<file path="config.mk">
export PLATFORM = sky130hd
export DESIGN_NAME = line_edit_buffer
export DESIGN_NICKNAME = d
export VERILOG_FILES = /design/src/design/leb_pkg.sv /design/src/design/leb_ctrl.sv /design/src/design/leb_datapath.sv /design/src/design/line_edit_buffer.sv
export SDC_FILE = /design/constraint.sdc
export NUM_CORES = 2
export LEC_CHECK = 0
export BUFFER_PORTS_ARGS = -buffer_cell sky130_fd_sc_hd__buf_4
export CORE_MARGIN = 5
export CORE_UTILIZATION = 30
export CTS_CLUSTER_DIAMETER = 40
export DETAILED_ROUTE_END_ITERATION = 12
export PLACE_DENSITY_LB_ADDON = 0.15
export REMOVE_ABC_BUFFERS = 1
export SETUP_SLACK_MARGIN = 0.2
export SYNTH_ARGS = -nofsm -noshare
export SYNTH_HDL_FRONTEND = slang
export SYNTH_SLANG_ARGS = --single-unit
</file>
<file path="constraint.sdc">
create_clock -name aclk -period 11.6 [get_ports aclk]
set_input_delay 2.32 -clock aclk [delete_from_list [all_inputs] [get_ports aclk]]
set_output_delay 2.32 -clock aclk [all_outputs]
set_load 0.01 [all_outputs]
</file>
<file path="src/design/leb_pkg.sv">
// ----------------------------------------------------------------------------
// leb_pkg
// Shared types and constants for the console line editor.
// ----------------------------------------------------------------------------
package leb_pkg;

    localparam int LINE_CAPACITY = 256;
    localparam int ADDR_W        = $clog2(LINE_CAPACITY);
    localparam int LEN_W         = 8;
    localparam int CHAR_W        = 8;
    localparam int LIMIT_MAX     = (LINE_CAPACITY - 1 < 255) ? LINE_CAPACITY - 1 : 255;

    localparam int PADDR_W = 3;
    localparam int PDATA_W = 32;

    localparam logic [0:0]       REG_MAX_LENGTH   = 1'b0;
    localparam logic [LEN_W-1:0] MAX_LENGTH_RESET = 8'd255;

    typedef enum logic [2:0] {
        FUNC_TYPE      = 3'd0,
        FUNC_HOME      = 3'd1,
        FUNC_END       = 3'd2,
        FUNC_BACKSPACE = 3'd3,
        FUNC_DELETE    = 3'd4,
        FUNC_LEFT      = 3'd5,
        FUNC_RIGHT     = 3'd6,
        FUNC_READ      = 3'd7
    } func_t;

    typedef struct packed {
        func_t             func;
        logic [CHAR_W-1:0] char_in;
        logic [LEN_W-1:0]  read_index;
    } in_item_t;

    typedef struct packed {
        logic [CHAR_W-1:0] char_out;
        logic [LEN_W-1:0]  cursor_pos;
        logic [LEN_W-1:0]  line_length;
        logic              rejected;
    } out_item_t;

    typedef enum logic [2:0] {
        ST_IDLE,
        ST_EXEC,
        ST_GROW,
        ST_GROW_WR,
        ST_SHRINK,
        ST_SHRINK_WR,
        ST_FETCH
    } state_t;

    typedef struct packed {
        logic latch;
        logic j_from_len;
        logic j_from_cur;
        logic j_from_cur1;
        logic j_inc;
        logic j_dec;
        logic rd_grow;
        logic rd_shrink;
        logic rd_index;
        logic wr_grow;
        logic wr_shrink;
        logic wr_char;
        logic finish;
    } ctrl_cmd_t;

    typedef struct packed {
        func_t func;
        logic  type_ok;
        logic  bs_ok;
        logic  del_ok;
        logic  rd_in;
        logic  grow_done;
        logic  shrink_done;
        logic  out_free;
    } ctrl_stat_t;

endpackage

</file>
<file path="src/design/leb_ctrl.sv">
// ----------------------------------------------------------------------------
// leb_ctrl
// Sequencer for the line editor: accepts a request, runs a tail shift or a
// read over the line memory and hands the result to the output register.
// ----------------------------------------------------------------------------
module leb_ctrl (
    input  logic               aclk,
    input  logic               aresetn,
    input  logic               s_valid,
    output logic               s_ready,
    input  leb_pkg::ctrl_stat_t stat,
    output leb_pkg::ctrl_cmd_t  cmd
);

    leb_pkg::state_t state_reg;
    leb_pkg::state_t state_next;

    always_ff @(posedge aclk) begin
        if (!aresetn) begin
            state_reg <= leb_pkg::ST_IDLE;
        end else begin
            state_reg <= state_next;
        end
    end

    always_comb begin
        state_next = state_reg;
        cmd        = '0;
        s_ready    = (state_reg == leb_pkg::ST_IDLE);
        unique case (state_reg)
            leb_pkg::ST_IDLE: begin
                if (s_valid) begin
                    cmd.latch  = 1'b1;
                    state_next = leb_pkg::ST_EXEC;
                end
            end
            leb_pkg::ST_EXEC: begin
                case (stat.func)
                    leb_pkg::FUNC_TYPE: begin
                        if (stat.type_ok) begin
                            cmd.j_from_len = 1'b1;
                            state_next     = leb_pkg::ST_GROW;
                        end else if (stat.out_free) begin
                            cmd.finish = 1'b1;
                            state_next = leb_pkg::ST_IDLE;
                        end
                    end
                    leb_pkg::FUNC_BACKSPACE: begin
                        if (stat.bs_ok) begin
                            cmd.j_from_cur = 1'b1;
                            state_next     = leb_pkg::ST_SHRINK;
                        end else if (stat.out_free) begin
                            cmd.finish = 1'b1;
                            state_next = leb_pkg::ST_IDLE;
                        end
                    end
                    leb_pkg::FUNC_DELETE: begin
                        if (stat.del_ok) begin
                            cmd.j_from_cur1 = 1'b1;
                            state_next      = leb_pkg::ST_SHRINK;
                        end else if (stat.out_free) begin
                            cmd.finish = 1'b1;
                            state_next = leb_pkg::ST_IDLE;
                        end
                    end
                    leb_pkg::FUNC_READ: begin
                        if (stat.rd_in) begin
                            cmd.rd_index = 1'b1;
                            state_next   = leb_pkg::ST_FETCH;
                        end else if (stat.out_free) begin
                            cmd.finish = 1'b1;
                            state_next = leb_pkg::ST_IDLE;
                        end
                    end
                    default: begin
                        if (stat.out_free) begin
                            cmd.finish = 1'b1;
                            state_next = leb_pkg::ST_IDLE;
                        end
                    end
                endcase
            end
            leb_pkg::ST_GROW: begin
                if (stat.grow_done) begin
                    if (stat.out_free) begin
                        cmd.wr_char = 1'b1;
                        cmd.finish  = 1'b1;
                        state_next  = leb_pkg::ST_IDLE;
                    end
                end else begin
                    cmd.rd_grow = 1'b1;
                    state_next  = leb_pkg::ST_GROW_WR;
                end
            end
            leb_pkg::ST_GROW_WR: begin
                cmd.wr_grow = 1'b1;
                cmd.j_dec   = 1'b1;
                state_next  = leb_pkg::ST_GROW;
            end
            leb_pkg::ST_SHRINK: begin
                if (stat.shrink_done) begin
                    if (stat.out_free) begin
                        cmd.finish = 1'b1;
                        state_next = leb_pkg::ST_IDLE;
                    end
                end else begin
                    cmd.rd_shrink = 1'b1;
                    state_next    = leb_pkg::ST_SHRINK_WR;
                end
            end
            leb_pkg::ST_SHRINK_WR: begin
                cmd.wr_shrink = 1'b1;
                cmd.j_inc     = 1'b1;
                state_next    = leb_pkg::ST_SHRINK;
            end
            leb_pkg::ST_FETCH: begin
                if (stat.out_free) begin
                    cmd.finish = 1'b1;
                    state_next = leb_pkg::ST_IDLE;
                end
            end
            default: begin
                state_next = leb_pkg::ST_IDLE;
            end
        endcase
    end

endmodule

</file>
<file path="src/design/leb_datapath.sv">
// ----------------------------------------------------------------------------
// leb_datapath
// Line memory, length, cursor, sweep index, limit register and the
// output register of the line editor.
// ----------------------------------------------------------------------------
module leb_datapath (
    input  logic                        aclk,
    input  logic                        aresetn,
    input  leb_pkg::ctrl_cmd_t          cmd,
    output leb_pkg::ctrl_stat_t         stat,
    input  leb_pkg::in_item_t           s_data,
    output logic                        m_valid,
    input  logic                        m_ready,
    output leb_pkg::out_item_t          m_data,
    input  logic                        cfg_we,
    input  logic [leb_pkg::LEN_W-1:0]   cfg_wdata,
    output logic [leb_pkg::LEN_W-1:0]   max_length
);

    localparam logic [leb_pkg::LEN_W-1:0] LIMIT_TOP = leb_pkg::LEN_W'(leb_pkg::LIMIT_MAX);
    localparam logic [leb_pkg::LEN_W-1:0] ONE       = leb_pkg::LEN_W'(1);

    logic [leb_pkg::CHAR_W-1:0] line_mem [leb_pkg::LINE_CAPACITY];

    leb_pkg::in_item_t          item_reg;
    leb_pkg::out_item_t         out_reg;
    leb_pkg::out_item_t         out_next;
    logic                       m_valid_reg;
    logic [leb_pkg::LEN_W-1:0]  length_reg;
    logic [leb_pkg::LEN_W-1:0]  length_next;
    logic [leb_pkg::LEN_W-1:0]  cursor_reg;
    logic [leb_pkg::LEN_W-1:0]  cursor_next;
    logic [leb_pkg::LEN_W-1:0]  j_reg;
    logic [leb_pkg::LEN_W-1:0]  j_next;
    logic [leb_pkg::LEN_W-1:0]  max_length_reg;
    logic [leb_pkg::CHAR_W-1:0] rdata_reg;
    logic [leb_pkg::LEN_W-1:0]  limit;
    logic [leb_pkg::ADDR_W-1:0] rd_addr;
    logic [leb_pkg::ADDR_W-1:0] wr_addr;
    logic [leb_pkg::CHAR_W-1:0] wr_data;
    logic                       rd_en;
    logic                       wr_en;

    assign limit = (max_length_reg == '0 || max_length_reg > LIMIT_TOP) ? LIMIT_TOP
                                                                        : max_length_reg;

    always_comb begin
        stat.func        = item_reg.func;
        stat.type_ok     = (length_reg < limit);
        stat.bs_ok       = (cursor_reg != '0);
        stat.del_ok      = (cursor_reg < length_reg);
        stat.rd_in       = (item_reg.read_index < length_reg);
        stat.grow_done   = (j_reg == cursor_reg);
        stat.shrink_done = (j_reg >= length_reg);
        stat.out_free    = !m_valid_reg || m_ready;
    end

    // sweep index
    always_comb begin
        j_next = j_reg;
        if (cmd.j_from_len) begin
            j_next = length_reg;
        end else if (cmd.j_from_cur) begin
            j_next = cursor_reg;
        end else if (cmd.j_from_cur1) begin
            j_next = cursor_reg + ONE;
        end else if (cmd.j_inc) begin
            j_next = j_reg + ONE;
        end else if (cmd.j_dec) begin
            j_next = j_reg - ONE;
        end
    end

    always_ff @(posedge aclk) begin
        j_reg <= j_next;
        if (cmd.latch) begin
            item_reg <= s_data;
        end
    end

    // line memory, one write and one registered read per cycle
    always_comb begin
        rd_en   = cmd.rd_grow | cmd.rd_shrink | cmd.rd_index;
        wr_en   = cmd.wr_grow | cmd.wr_shrink | cmd.wr_char;
        rd_addr = leb_pkg::ADDR_W'(item_reg.read_index);
        if (cmd.rd_grow) begin
            rd_addr = leb_pkg::ADDR_W'(j_reg - ONE);
        end else if (cmd.rd_shrink) begin
            rd_addr = leb_pkg::ADDR_W'(j_reg);
        end
        wr_addr = leb_pkg::ADDR_W'(cursor_reg);
        if (cmd.wr_grow) begin
            wr_addr = leb_pkg::ADDR_W'(j_reg);
        end else if (cmd.wr_shrink) begin
            wr_addr = leb_pkg::ADDR_W'(j_reg - ONE);
        end
        wr_data = cmd.wr_char ? item_reg.char_in : rdata_reg;
    end

    always_ff @(posedge aclk) begin
        if (wr_en) begin
            line_mem[wr_addr] <= wr_data;
        end
        if (rd_en) begin
            rdata_reg <= line_mem[rd_addr];
        end
    end

    // end-of-request update
    always_comb begin
        length_next = length_reg;
        cursor_next = cursor_reg;
        case (item_reg.func)
            leb_pkg::FUNC_TYPE: begin
                if (stat.type_ok) begin
                    length_next = length_reg + ONE;
                    cursor_next = cursor_reg + ONE;
                end
            end
            leb_pkg::FUNC_HOME: begin
                cursor_next = '0;
            end
            leb_pkg::FUNC_END: begin
                cursor_next = length_reg;
            end
            leb_pkg::FUNC_BACKSPACE: begin
                if (stat.bs_ok) begin
                    length_next = length_reg - ONE;
                    cursor_next = cursor_reg - ONE;
                end
            end
            leb_pkg::FUNC_DELETE: begin
                if (stat.del_ok) begin
                    length_next = length_reg - ONE;
                end
            end
            leb_pkg::FUNC_LEFT: begin
                if (stat.bs_ok) begin
                    cursor_next = cursor_reg - ONE;
                end
            end
            leb_pkg::FUNC_RIGHT: begin
                if (stat.del_ok) begin
                    cursor_next = cursor_reg + ONE;
                end
            end
            default: begin
            end
        endcase
        out_next.char_out    = (item_reg.func == leb_pkg::FUNC_READ && stat.rd_in) ? rdata_reg
                                                                                     : '0;
        out_next.cursor_pos  = cursor_next;
        out_next.line_length = length_next;
        out_next.rejected    = (item_reg.func == leb_pkg::FUNC_TYPE) && !stat.type_ok;
    end

    always_ff @(posedge aclk) begin
        if (!aresetn) begin
            length_reg     <= '0;
            cursor_reg     <= '0;
            m_valid_reg    <= 1'b0;
            max_length_reg <= leb_pkg::MAX_LENGTH_RESET;
        end else begin
            if (cfg_we) begin
                max_length_reg <= cfg_wdata;
            end
            if (cmd.finish) begin
                length_reg  <= length_next;
                cursor_reg  <= cursor_next;
                m_valid_reg <= 1'b1;
            end else if (m_ready) begin
                m_valid_reg <= 1'b0;
            end
        end
    end

    always_ff @(posedge aclk) begin
        if (cmd.finish) begin
            out_reg <= out_next;
        end
    end

    assign m_valid    = m_valid_reg;
    assign m_data     = out_reg;
    assign max_length = max_length_reg;

endmodule

</file>
<file path="src/design/line_edit_buffer.sv">
// ----------------------------------------------------------------------------
// line_edit_buffer
// Console line editor: keeps a character line, its length and a cursor,
// and applies one key event per request.
//
//   channel  direction  ports                    payload
//   s_       in         s_valid, s_ready         leb_pkg::in_item_t
//   m_       out        m_valid, m_ready         leb_pkg::out_item_t
//   apb      in/out     psel..pready             max_length at offset 0
//
// Home, end, left, right, reads past the end and edits that change nothing
// finish without touching the line memory; a read in range fetches one
// character; other types, backspaces and deletes move the tail one character
// per read and write of the line memory. A new request is taken the cycle
// after the previous result is loaded, while that result may still wait.
// Reset empties the line and sets max_length to 255; a stalled result holds
// the sequencer at its final step.
// ----------------------------------------------------------------------------
module line_edit_buffer (
    input  logic                          aclk,
    input  logic                          aresetn,
    input  logic                          s_valid,
    output logic                          s_ready,
    input  leb_pkg::in_item_t             s_data,
    output logic                          m_valid,
    input  logic                          m_ready,
    output leb_pkg::out_item_t            m_data,
    input  logic                          psel,
    input  logic                          penable,
    input  logic                          pwrite,
    input  logic [leb_pkg::PADDR_W-1:0]   paddr,
    input  logic [leb_pkg::PDATA_W-1:0]   pwdata,
    output logic [leb_pkg::PDATA_W-1:0]   prdata,
    output logic                          pready
);

    leb_pkg::ctrl_cmd_t         cmd;
    leb_pkg::ctrl_stat_t        stat;
    logic                       cfg_we;
    logic                       reg_hit;
    logic [leb_pkg::LEN_W-1:0]  max_length;

    assign pready  = 1'b1;
    assign reg_hit = (paddr[leb_pkg::PADDR_W-1:2] == leb_pkg::REG_MAX_LENGTH);
    assign cfg_we  = psel & penable & pwrite & pready & reg_hit;
    assign prdata  = reg_hit ? leb_pkg::PDATA_W'(max_length) : '0;

    leb_ctrl u_ctrl (
        .aclk    (aclk),
        .aresetn (aresetn),
        .s_valid (s_valid),
        .s_ready (s_ready),
        .stat    (stat),
        .cmd     (cmd)
    );

    leb_datapath u_datapath (
        .aclk       (aclk),
        .aresetn    (aresetn),
        .cmd        (cmd),
        .stat       (stat),
        .s_data     (s_data),
        .m_valid    (m_valid),
        .m_ready    (m_ready),
        .m_data     (m_data),
        .cfg_we     (cfg_we),
        .cfg_wdata  (pwdata[leb_pkg::LEN_W-1:0]),
        .max_length (max_length)
    );

endmodule

</file>
Word-level counts from Yosys, hierarchy flattened
Memories as Yosys holds them, arrays and structs flattened. A register that Yosys moved wholly into a read port is not among the register bits.
Cells that the tools add are included.
{ "word_totals": {"ff_bits": 80, "mem_bits_rw": 2048, "in_bits": 61, "output_inout_bits": 60, "mem_count": 1} }
{ "op_classes": {"n_addsub": 6, "magnitude_cmp": 5, "n_eq_ne": 15, "muxes": 63, "bitwise": 8, "n_reduce_logical": 13} }
{ "mem_list": {"columns": ["memory", "words", "word_bits", "rd", "rd_clocked_by_memory_dff", "write_ports", "line_no", "text"], "rows": [
  ["u_datapath.line_mem", 256, 8, 1, 1, 1, "leb_datapath.sv:23", "logic [leb_pkg::CHAR_W-1:0] line_mem [leb_pkg::LINE_CAPACITY];"]
]} }
{ "op_table": {"columns": ["cell", "count"], "rows": [
  ["8-bit 2-to-1 mux", 18],
  ["8-bit case mux with 5 select lines", 1],
  ["1-bit 2-to-1 mux", 28],
  ["3-bit 2-to-1 mux", 9],
  ["8-bit by 1-bit adder with 8-bit output (second input constant)", 3],
  ["8-bit less-than comparator", 3],
  ["8-bit case mux with 3 select lines", 1],
  ["8-bit by 1-bit subtractor with 8-bit output (second input constant)", 3],
  ["3-bit equality test (second input constant)", 7],
  ["3-bit case mux with 7 select lines", 1],
  ["3-bit by 2-bit equality test with 1-bit output (second input constant)", 4],
  ["3-bit case mux with 4 select lines", 1],
  ["8-bit equality test", 1],
  ["8-bit >= comparator", 1],
  ["8-bit > comparator (second input constant)", 1],
  ["8-bit zero test", 1],
  ["1-bit case mux with 4 select lines", 2],
  ["8-bit nonzero test", 1],
  ["3-bit by 1-bit equality test with 1-bit output (second input constant)", 2],
  ["3-bit zero test", 2],
  ["5-bit nonzero test", 1],
  ["2-bit 2-to-1 mux", 2],
  ["1-bit OR", 4],
  ["1-bit AND", 3],
  ["7 further kinds", 10]
]} }

Longest topological paths before layout
{ "depth": {"depth_word": 10, "mapped_depth": 19} }

Cells and area by module
Synthesis repeated with hierarchy kept, for this count alone.
{ "hier_totals": {"cells_unflattened": 6577, "hier_area_um2": 88018.2} }
{ "modules_own_cells": {"columns": ["mod", "instances", "cells_per_inst", "area_each_um2", "seq_area_each_um2"], "rows": [
  ["leb_datapath", 1, 6482, 87365.0, 63801.2],
  ["leb_ctrl", 1, 59, 377.9, 60.1],
  ["line_edit_buffer", 1, 36, 275.3, 0.0]
]} }

Least setup slack after synthesis
No wires, ideal clock.
{ "synth_timing": {"kind": "input to register", "startpoint": "input m_ready", "endpoint": "memory u_datapath.line_mem[0][0] (netlist name) (data pin)", "setup_ns": 0.555, "t_arrival_ns": 4.986, "t_required_ns": 11.045, "path_slack_ns": 6.059, "cell_stages": 4, "n_path_buf": 1, "path_cell_list": "nand2b_1 nor3b_1 clkbuf_1 mux2_2"} }
{ "synth_via": {"elab_chain_cells": 5} }
{ "synth_lines": {"columns": ["item", "line_no", "text"], "rows": [
  ["start: declaration", "line_edit_buffer.sv:26", "input logic m_ready,"],
  ["1-bit logical OR", "leb_datapath.sv:55", "stat.out_free = !m_valid_reg || m_ready;"],
  ["2-bit 2-to-1 mux", "leb_ctrl.sv:85", "if (stat.out_free) begin"],
  ["2-bit 2-to-1 mux", "leb_ctrl.sv:84", "if (stat.grow_done) begin"],
  ["1-bit 2-to-1 mux", "leb_ctrl.sv:30", "unique case (state_reg)"],
  ["8-bit 2-to-1 mux", "leb_datapath.sv:97", "wr_data = cmd.wr_char ? item_reg.char_in : rdata_reg;"],
  ["via u_datapath.wr_data, one bit", "leb_datapath.sv:40", "logic [leb_pkg::CHAR_W-1:0] wr_data;"],
  ["end: declaration", "leb_datapath.sv:23", null]
]} }
The timed path passes the listed nets, and every way through them passes these cells.

Worst setup path after layout
{ "layout_timing": {"startpoint": "register u_datapath.length_reg[6] (netlist name)", "endpoint": "register u_datapath.rdata_reg[3] (netlist name) (read register of u_datapath.line_mem) (data pin)"} }
{ "layout_via": {"elab_chain_cells": 5} }
{ "layout_lines": {"columns": ["item", "line_no", "text"], "rows": [
  ["start: declaration", "leb_datapath.sv:29", "logic [leb_pkg::LEN_W-1:0] length_reg;"],
  ["start signal: assignment", "leb_datapath.sv:168", "length_reg <= length_next;"],
  ["8-bit >= comparator or 8-bit less-than comparator (tied branches)", "leb_datapath.sv:54, leb_datapath.sv:52", null],
  ["1-bit 2-to-1 mux, on equally long branches", "leb_ctrl.sv:101, leb_ctrl.sv:67", null],
  ["1-bit 2-to-1 mux, on equally long branches", "leb_ctrl.sv:30, leb_ctrl.sv:38", null],
  ["8-bit 2-to-1 mux, or another cell as far along", "leb_datapath.sv:88", "end else if (cmd.rd_shrink) begin"],
  ["8-bit 2-to-1 mux or 1-bit OR (tied branches)", "leb_datapath.sv:86, leb_datapath.sv:83", null],
  ["end: declaration", "leb_datapath.sv:36", "logic [leb_pkg::CHAR_W-1:0] rdata_reg;"]
]} }
Several ways; a longest one is shown, not always the timed one.
A chain may end at the register's enable or synchronous reset.

==> results.yml <==
status:
  status: "completed"
power:
  clkPwrFrac_pct: 52.7
  p_switching_mw: 4.84
  seq_power_share_pct: 40.7
  internal_power_mw: 16.1
  combPwrFrac_pct: 6.7
  ir_drop_v: 0.000115
  p_leak_nw: 35.1
  cellPowerDensity_mw_per_mm2: 201
  switching_share_pct: 23.1
timing:
  worst_pin_slew_ps: 1290
  min_period_over_period_pct: 63.9
  slew_violations: 0
  min_period_ps: 7410
  finalHoldViolCount: 0
  max_freq_mhz: 135
  worst_slack_ps: 4190
  setup-tns-final_ps: 0
  finalSetupViolCount: 0
  rsz0062_at_grt: "no"
  slew_headroom_pct: 13.0
  whs_ps: 536
  fin_worst_skew_ps: 52.4
die:
  die_w_um: 548
  core-area_mm2: 0.288
  initial_core_util_pct: 30.1
  ioPinCount: 121
  die_h_um: 548
  rows: 197
  die-area_mm2: 0.301
layout:
  final-seq-area_mm2: 0.0639
  layout-drive-gt1-share_pct: 14.5
  area_delta_synth_final_pct: 19.6
  multi_input_area_mm2: 0.0211
  layout_commonest_cell: "edfxtp_1"
  largest_reg_flops: 2048
  fillers: 27430
  fin_area_mm2: 0.104
  final_nets: 6086
  final_core_util_pct: 36.0
  layout_common_cells: "edfxtp_1, nand2_1, mux2i_1"
detailed_routing:
  first_pass_iters: 5
  via_per_inst: 5.15
  drt-initial-drc-count: 4864
  ant_nets: 0
  num_vias: 51852
  routed_wl_um: 282000
  drt-wirelength-per-cell_um: 28.0
  drc_errors: 0
critical_path:
  worst_setup_path_start_kind: "flip-flop"
  crit_fanout: 105
  cp_cell_sequence: "clkinv_1, ha_1, a21o_1, a2111oi_4, and2_2, o21ai_2, a31oi_4, buf_12, buf_4, mux2i_1, o22ai_1, o41ai_1, o221ai_1, nor3_1, buf_4, nor4_1"
  crit_path_top_delay_cell: "o41ai_1"
  crit_type: "reg -> reg"
  arrival_ps: 8010
  cp_common_cell: "buf_4"
  endpoint_kind: "flip-flop"
  crit_path_max_incr_delay_ps: 1010
  crit_required_ps: 12200
yosys:
  netlist_area_mm2: 0.0869
  synth.distinct_cells: 89
  synth-edff-count: 2108
  ys_seq_area_share_pct: 73.5
  synth_ff_type: "edfxtp_1"
  synth_seq_cells: 2136
  async_flop_share_pct: 0
  syn-instance-count: 5798
  ys.warnings.count: 0
  avgSynthCellArea_um2: 15.0
clock_network:
  cts_made_buffers: 360
  postCtsResizedCells: 0
  cts_tree: "built"
  clk_pin_slew_ps: 50
  clockRootBuffer: "clkbuf_16"
  htreeDepth: 5
  insertion_delay_ps: 880
  postCtsSetupBuffers: 0
  clockBufferDepth: 4
  clkSinkCount: 2136
  cts_hold_buffers: 0
placement:
  post-dp-hpwl_um: 165000
  place_area_mm2: 0.0914
  gp_congestion: 0.803
  io_buffers: 69
  place_ws_ps: 4250
grt:
  gr-total-overflow: 0
  grt_pass1_vias: 50922
  grt_max_degree: 177
  grt_pass1_wl_um: 396000
  antenna_found_initial: 22
  grt_usage_pct: 18.1
flow_run:
  maxCapViolations: 0
hold_path:
  hp-class: "reg -> reg"
==> layout make-up <==
cell class | instances | area share, %
flip-flops and latches | 2136 | 61.4
clock inverters | 243 | 3.00
multi-input cells | 3269 | 20.3
repair buffers | 187 | 1.52
diodes | 6 | 0.0144
clock buffers | 414 | 9.05
inverters | 32 | 0.116
well taps | 3781 | 4.55
==> path summary, 6_finish.rpt <==
kind                                              start                               endpoint  slack, ps  cells after the start
setup / recovery  u_datapath.length_reg[6]$_SDFFE_PN0P_      u_datapath.rdata_reg[3]$_DFFE_PP_       4190                     16
hold / removal    u_datapath.max_length[2]$_SDFFE_PN1P_  u_datapath.max_length[2]$_SDFFE_PN1P_        540                      2
setup reg to reg  u_datapath.length_reg[6]$_SDFFE_PN0P_      u_datapath.rdata_reg[3]$_DFFE_PP_       4190                     16
hold reg to reg   u_datapath.max_length[2]$_SDFFE_PN1P_  u_datapath.max_length[2]$_SDFFE_PN1P_        540                      2
==> routing by layer <==
metal / GRT usage [%] / part of all wire, % / vias up
met4: 4.71 / 2.4 / 2
li1: - / - / 22829
met3: 2.83 / 5.8 / 375
met5: 0 / 0.0053 / -
met1: 25.9 / 45 / 26914
met2: 28.9 / 46 / 1732
==> cells in the mapped netlist (11+ instances only) <==
cell	count	area, µm²
nand3_1	241	1210
o21ai_0	78	390
and3_1	80	500
edfxtp_1	2108	63300
a31oi_1	77	482
buf_4	103	773
nor2b_1	15	93.8
a22oi_1	13	97.6
nor4_1	28	175
a311oi_1	42	368
o21ai_1	11	55.1
o221ai_1	14	123
inv_1	29	109
a211oi_1	31	233
dfxtp_1	28	561
clkbuf_1	123	462
buf_2	103	515
nand2b_1	13	81.3
xor2_1	13	114
a32oi_1	15	131
a221oi_1	12	105
a21o_1	18	135
xnor2_1	16	140
o41ai_1	34	298
buf_6	26	293
ha_1	39	488
and2_1	20	125
nor2_1	365	1370
mux4_2	68	1530
nand4_1	40	250
nand2_1	886	3330
o211ai_1	15	113
buf_1	22	82.6
a21oi_1	120	601
nor3_1	39	195
mux2i_1	511	5110
o22ai_1	258	1610
==> critical path: cells and delay by family, from the launching register on <==
kind / cells / cell delay, ps
mux: 1 / 270
flops: 1 / 490
buf+inv: 4 / 1920
simple gates: 3 / 610
compound gates: 7 / 3140
fa+ha+maj: 1 / 450
==> power by group through the flow <==
stage	Clock [mW]	Sequential, mW	Combinational [mW]
5_1_grt	11.6	8.50	1.48
3_5_place_dp	0	8.65	1.40
4_1_cts	11.2	8.50	1.40
2_1_floorplan	0	8.65	1.24
3_3_place_gp	0	8.65	1.40
6_report	11.0	8.50	1.39
==> cell families (layout without fill, tap and decap cells) <==
| logic type | Yosys count | count (layout) | synth area share (%) |
|---|---|---|---|
| adders and majority gates | 39 | 39 | 0.561 |
| xor gates and xnor gates | 29 | 29 | 0.292 |
| AOI/OAI and AO/OA | 817 | 817 | 6.40 |
| DFF | 2136 | 2136 | 73.5 |
| other | 2 | 31 | 0.00864 |
| buffers and inverters | 416 | 876 | 2.67 |
| and+or+nand+nor | 1770 | 1770 | 8.83 |
| muxes | 589 | 589 | 7.78 |
==> metrics by stage <==
stage,std cells,power (mW)
2_1_floorplan,5437,9.89
3_3_place_gp,9405,10.0
3_5_place_dp,9405,10.1
4_1_cts,10062,21.1
5_1_grt,10064,21.6
6_report,10068,20.9
(Power assumes the default switching activity.)
